## src/rtl/core/rfc_pkg.sv

```systemverilog
// rfc_pkg: shared constants and types for the rfc lookup block
// no dependencies
`timescale 1ns / 1ps
`default_nettype none
package rfc_pkg;
   localparam int TABLE_DEPTH_DEF = 65536;
   localparam int MAX_CLASSES_DEF = 4096;
   localparam int MAX_RULES_DEF   = 4096;
   localparam int CHUNK_DEPTH     = 65536;
   localparam int CLS_W           = 12;
   localparam int CNT_W           = 13;
   localparam int FIN_W           = 13;

   localparam logic [3:0] SEL_P1_FIRST = 4'd7;
   localparam logic [3:0] SEL_P1_LAST  = 4'd9;
   localparam logic [3:0] SEL_P2       = 4'd10;
   localparam logic [3:0] SEL_P3       = 4'd11;
   localparam logic [3:0] SEL_FINAL    = 4'd12;

   localparam logic [2:0] REG_NUM_PHASES = 3'd0;
   localparam logic [2:0] REG_SRC_HI     = 3'd1;
   localparam logic [2:0] REG_DST_HI     = 3'd2;
   localparam logic [2:0] REG_SPORT      = 3'd3;
   localparam logic [2:0] REG_DPORT      = 3'd4;
   localparam logic [2:0] REG_DST_PAIR   = 3'd5;
   localparam logic [2:0] REG_PROTO_PORT = 3'd6;
   localparam logic [2:0] REG_ADDR_PAIR  = 3'd7;

   typedef struct packed {
      logic [2:0]       num_phases;
      logic [CNT_W-1:0] src_hi;
      logic [CNT_W-1:0] dst_hi;
      logic [CNT_W-1:0] sport;
      logic [CNT_W-1:0] dport;
      logic [CNT_W-1:0] dst_pair;
      logic [CNT_W-1:0] proto_port;
      logic [CNT_W-1:0] addr_pair;
   } cfg_type;

   // classified request handed from front to back
   typedef struct packed {
      logic        wr;
      logic [3:0]  sel;
      logic [15:0] idx;
      logic [12:0] data;
      logic [15:0] k0, k1, k2, k3, k4, k5, k6;
   } item_type;
endpackage
`default_nettype wire

```

## src/rtl/core/rfc_front.sv

```systemverilog
// rfc_front: accepts requests, splits headers into chunks, decodes writes
// depends on rfc_pkg
`timescale 1ns / 1ps
`default_nettype none
module rfc_front (
   input  wire               clock,
   input  wire               reset,
   input  wire               req_valid,
   output logic              req_ready,
   input  wire               req_mode,
   input  wire [31:0]        req_src_addr,
   input  wire [31:0]        req_dst_addr,
   input  wire [7:0]         req_protocol,
   input  wire [15:0]        req_src_port,
   input  wire [15:0]        req_dst_port,
   input  wire [3:0]         req_table_select,
   input  wire [15:0]        req_table_index,
   input  wire [12:0]        req_table_data,
   output logic              q_valid,
   input  wire               q_ready,
   output rfc_pkg::item_type q_item
);
   // two entry queue between front and back
   rfc_pkg::item_type buf_ff [2];
   logic [1:0] cnt_ff, cnt_in;
   logic       rd_ff, rd_in, wp_ff, wp_in;
   rfc_pkg::item_type it;
   logic push, pop;

   always_comb begin
      it.wr   = req_mode;
      it.sel  = req_table_select;
      it.idx  = req_table_index;
      it.data = req_table_data;
      it.k0   = req_src_addr[15:0];
      it.k1   = req_src_addr[31:16];
      it.k2   = req_dst_addr[15:0];
      it.k3   = req_dst_addr[31:16];
      it.k4   = {8'd0, req_protocol};
      it.k5   = req_src_port;
      it.k6   = req_dst_port;
   end

   assign req_ready = (cnt_ff != 2'd2);
   assign push      = req_valid && req_ready;
   assign q_valid   = (cnt_ff != 2'd0);
   assign pop       = q_valid && q_ready;
   assign q_item    = buf_ff[rd_ff];

   always_comb begin
      cnt_in = cnt_ff + {1'b0, push} - {1'b0, pop};
      rd_in  = rd_ff ^ pop;
      wp_in  = wp_ff ^ push;
   end

   always_ff @(posedge clock) begin
      if (reset) begin
         cnt_ff <= 2'd0;
         rd_ff  <= 1'b0;
         wp_ff  <= 1'b0;
      end else begin
         cnt_ff <= cnt_in;
         rd_ff  <= rd_in;
         wp_ff  <= wp_in;
      end
      if (push) buf_ff[wp_ff] <= it;
   end

   a_cnt_max: assert property (@(posedge clock) disable iff (reset)
      cnt_ff != 2'd3) else $error("queue count overflow");
   a_cnt_step: assert property (@(posedge clock) disable iff (reset)
      push && !pop && cnt_ff != 2'd2 |=> cnt_ff == $past(cnt_ff) + 2'd1)
      else $error("queue count step");
   a_empty_pop: assert property (@(posedge clock) disable iff (reset)
      cnt_ff == 2'd0 |-> !pop) else $error("pop from empty queue");
endmodule
`default_nettype wire

```

## config.mk

```make
export PLATFORM = sky130hd
export DESIGN_NAME = rfc_front
export DESIGN_NICKNAME = d
export VERILOG_FILES = /design/src/rtl/core/rfc_pkg.sv /design/src/rtl/core/rfc_front.sv
export SDC_FILE = /design/constraint.sdc
export NUM_CORES = 1
export LEC_CHECK = 0
export BUFFER_PORTS_ARGS = -buffer_cell sky130_fd_sc_hd__clkbuf_2
export CAP_MARGIN = 15
export CORE_ASPECT_RATIO = 2
export CORE_MARGIN = 10
export CORE_UTILIZATION = 25
export CTS_BUF_LIST = sky130_fd_sc_hd__clkbuf_8
export CTS_CLUSTER_SIZE = 14
export DETAILED_ROUTE_END_ITERATION = 10
export SYNTH_ARGS = -nofsm -noshare
export SYNTH_HDL_FRONTEND = slang
export SYNTH_SLANG_ARGS = --single-unit
export TNS_END_PERCENT = 100
```

## constraint.sdc

```tcl
create_clock -name clock -period 6.8 [get_ports clock]
set_input_delay 1.02 -clock clock [delete_from_list [all_inputs] [get_ports clock]]
set_output_delay 1.02 -clock clock [all_outputs]
set_load 0.01 [all_outputs]
```

==> flow_summary.yaml <==
timing:
  rsz0062_at_grt: "no"
  hold_viol_final: 0
  fin_crit_ns: 3.53
  setup_tns_ns: 0
  setup_viol: 0
  maxSlewHeadroom: 0.315
  skew_ns: 0.0175
  fin_crit_sh: 0.519
  tightest_slew_ns: 1.03
  worst_slack_ns: 3.27
  max_freq_mhz: 283
  finalMaxSlewViolations: 0
hold_path:
  min_path_type: "reg -> reg"
cts:
  numCtsBuffers: 41
  cts_tree: "yes"
  cts_hold_buf: 0
  cts_num_sinks: 280
  clock_path_buffers: 3
  cts_root_buf: "clkbuf_8"
  htree_levels: 2
  cts_resized: 0
  post-cts-setup-buffer-count: 0
  path_clk_slew_ns: 0.07
  insertion_delay_ns: 0.54
global_route:
  antenna_found_initial: 9
  grt_max_degree: 68
  first_global_vias: 5967
  grt_pass1_wl_mm: 36.6
  grtUsageTotal: 0.0978
  grt_remaining_overflow: 0
final_layout:
  final_layout_size_suffix_gt1_frac: 0.600
  nNetsFinal: 923
  fillers: 4030
  area_delta_synth_final_pct: 26.7
  final_util: 0.319
detailed_routing:
  drc: 0
  drt_first_pass_iters: 4
  viasPerCell: 4.03
  ant_nets: 0
  routed-via-count: 5425
  drt_iter0_markers: 274
  wl_mm: 25.6
  wl_per_cell_um: 19.0
power:
  p_comb_frac: 0.217
  power_frac_seq: 0.493
  p_per_area_nw_per_um2: 342
  power.switching_mw: 1.23
  intPower_mw: 3.24
  clockPowerShare: 0.290
  vdd.ir_drop.worst_mv: 0.217
  p_leak_nw: 4.85
  switching_share: 0.275
floorplan:
  die_w_um: 163
  fp.dieH_um: 307
  dieArea_um2: 50200
  start_util: 0.252
  core-area_um2: 40900
  rows: 105
  io_pins: 290
logic_synthesis:
  synth_top_area_share: 0.805
  synthCells: 465
  ys_top_cells_by_area: "edfxtp_1 (81%), mux2_2 (15%), buf_6 (1.2%)"
  synthArstFlopShare: 0
  yosys_warnings: 0
  synthFlopType: "edfxtp_1"
  synth_edf_count: 276
  syn-cell-area_um2: 10300
  avgSynthCellArea_um2: 22.1
  yosysTopAreaCell: "edfxtp_1"
  ys_seq_area_frac: 0.813
  synth-seq-cells: 280
  synth_cell_type_count: 23
critical_path:
  critPathKind: "reg -> out"
  worstSetupEndpointType: "output pin"
  cp_max_fo: 55
  crit_arrival_ns: 2.51
  critical_path_required_ns: 5.78
  cp-start-kind: "flip-flop"
placement:
  numPortBuffers: 281
  preCtsSetupSlack_ns: 3.52
  hpwl_mm: 18.1
  place_congestion: 0.749
status:
  status: "completed"
run:
  timing.max_cap.violations: 0
-- cell usage after synthesis (2+ instances only) --
master      n
edfxtp_1  276
mux2_2    138
buf_6      11
buf_4      10
nor2_1      5
dfxtp_1     4
buf_2       2
ha_1        2
nor2b_1     2
o21ai_0     2
-- logic make-up after synthesis --
family	count (synthesis)	synth area share
other	1	0.000364
muxes	139	0.152
and+or+nand+nor	13	0.00681
xor gates and xnor gates	1	0.000851
buffers and inverters	24	0.0207
AOI/OAI and AO/OA	5	0.00353
adders and majority gates	2	0.00243
DFF	280	0.813
-- routing by layer --
metal | part of all wire | GRT usage
met5 | 0.0021 | 0
met2 | 0.58 | 0.186
met1 | 0.30 | 0.0836
met4 | 0.052 | 0.0613
met3 | 0.071 | 0.0320
-- state kept, by name (all words and copies together) (netlist names) --
signal,count
rd_ff,1
cnt_ff,2
buf_ff,276
wp_ff,1
-- through the flow --
stage	hold WS (ns)	total power [mW]	instances	instance area [µm²]
3_3_place_gp	0.603	3.23	1271	12200
5_1_grt	0.615	4.69	1347	13000
3_5_place_dp	0.593	3.25	1271	12200
4_1_cts	0.587	4.57	1342	13000
2_1_floorplan	0.524	2.85	472	10300
6_report	0.601	4.47	1347	13000
-- power by group through the flow --
stage	Combinational [mW]	Clock (mW)	Sequential (mW)
final	0.971	1.29	2.20
after detailed placement	1.00	0	2.24
after CTS	1.01	1.36	2.21
after floorplan	0.619	0	2.23
after global placement	1.00	0	2.23
after global routing	1.05	1.42	2.22
-- worst max-delay path, stage by stage, from the launching register on --
cell and delay [ns]:
dfxtp_4 0.62, buf_4 0.67, mux2_2 0.45, clkbuf_2 0.16
-- cell usage in the layout (no fill, tap or decap) --
cell        count
mux2_1          1
a32oi_1         1
clkinv_1        6
clkinv_2        5
o21ai_0         2
and2b_2         1
nand3_1         1
clkbuf_2      281
dfxtp_1         3
inv_6           1
clkinvlp_4      2
bufinv_16       2
xor2_1          1
and3_4          1
a211oi_1        1
nand2b_1        1
and2_1          1
diode_2         5
inv_1          12
nor2b_1         2
clkbuf_8       44
nor2_1          5
a21bo_1         1
edfxtp_1      276
buf_4           6
dfxtp_4         1
conb_1          8
or2_2           1
mux2_2        138
ha_1            1
ha_4            1
-- final cells by class --
type                            instances  area (µm²)  share of cell area
Sequential cell                       280        8370               0.642
Multi-Input combinational cell        168        1750               0.134
Timing Repair Buffer                  287        1450               0.111
Tap cell                              535         669              0.0513
Clock buffer                           44         606              0.0464
Clock inverter                         27         173              0.0132
Antenna cell                            5        12.5            0.000960
Inverter                                1        3.75            0.000288
-- worst paths after layout --
| check | start | to | slack, ns | depth (start not counted) |
|---|---|---|---|---|
| setup / recovery | rd_ff | q_item[79] | 3.27 | 3 |
| hold / removal | wp_ff | wp_ff | 0.60 | 3 |
| setup reg to reg | cnt_ff[0] | buf_ff[0][23] | 4.13 | 4 |
| hold reg to reg | wp_ff | wp_ff | 0.60 | 3 |
No activity file was read; power rests on OpenSTA's default activity.
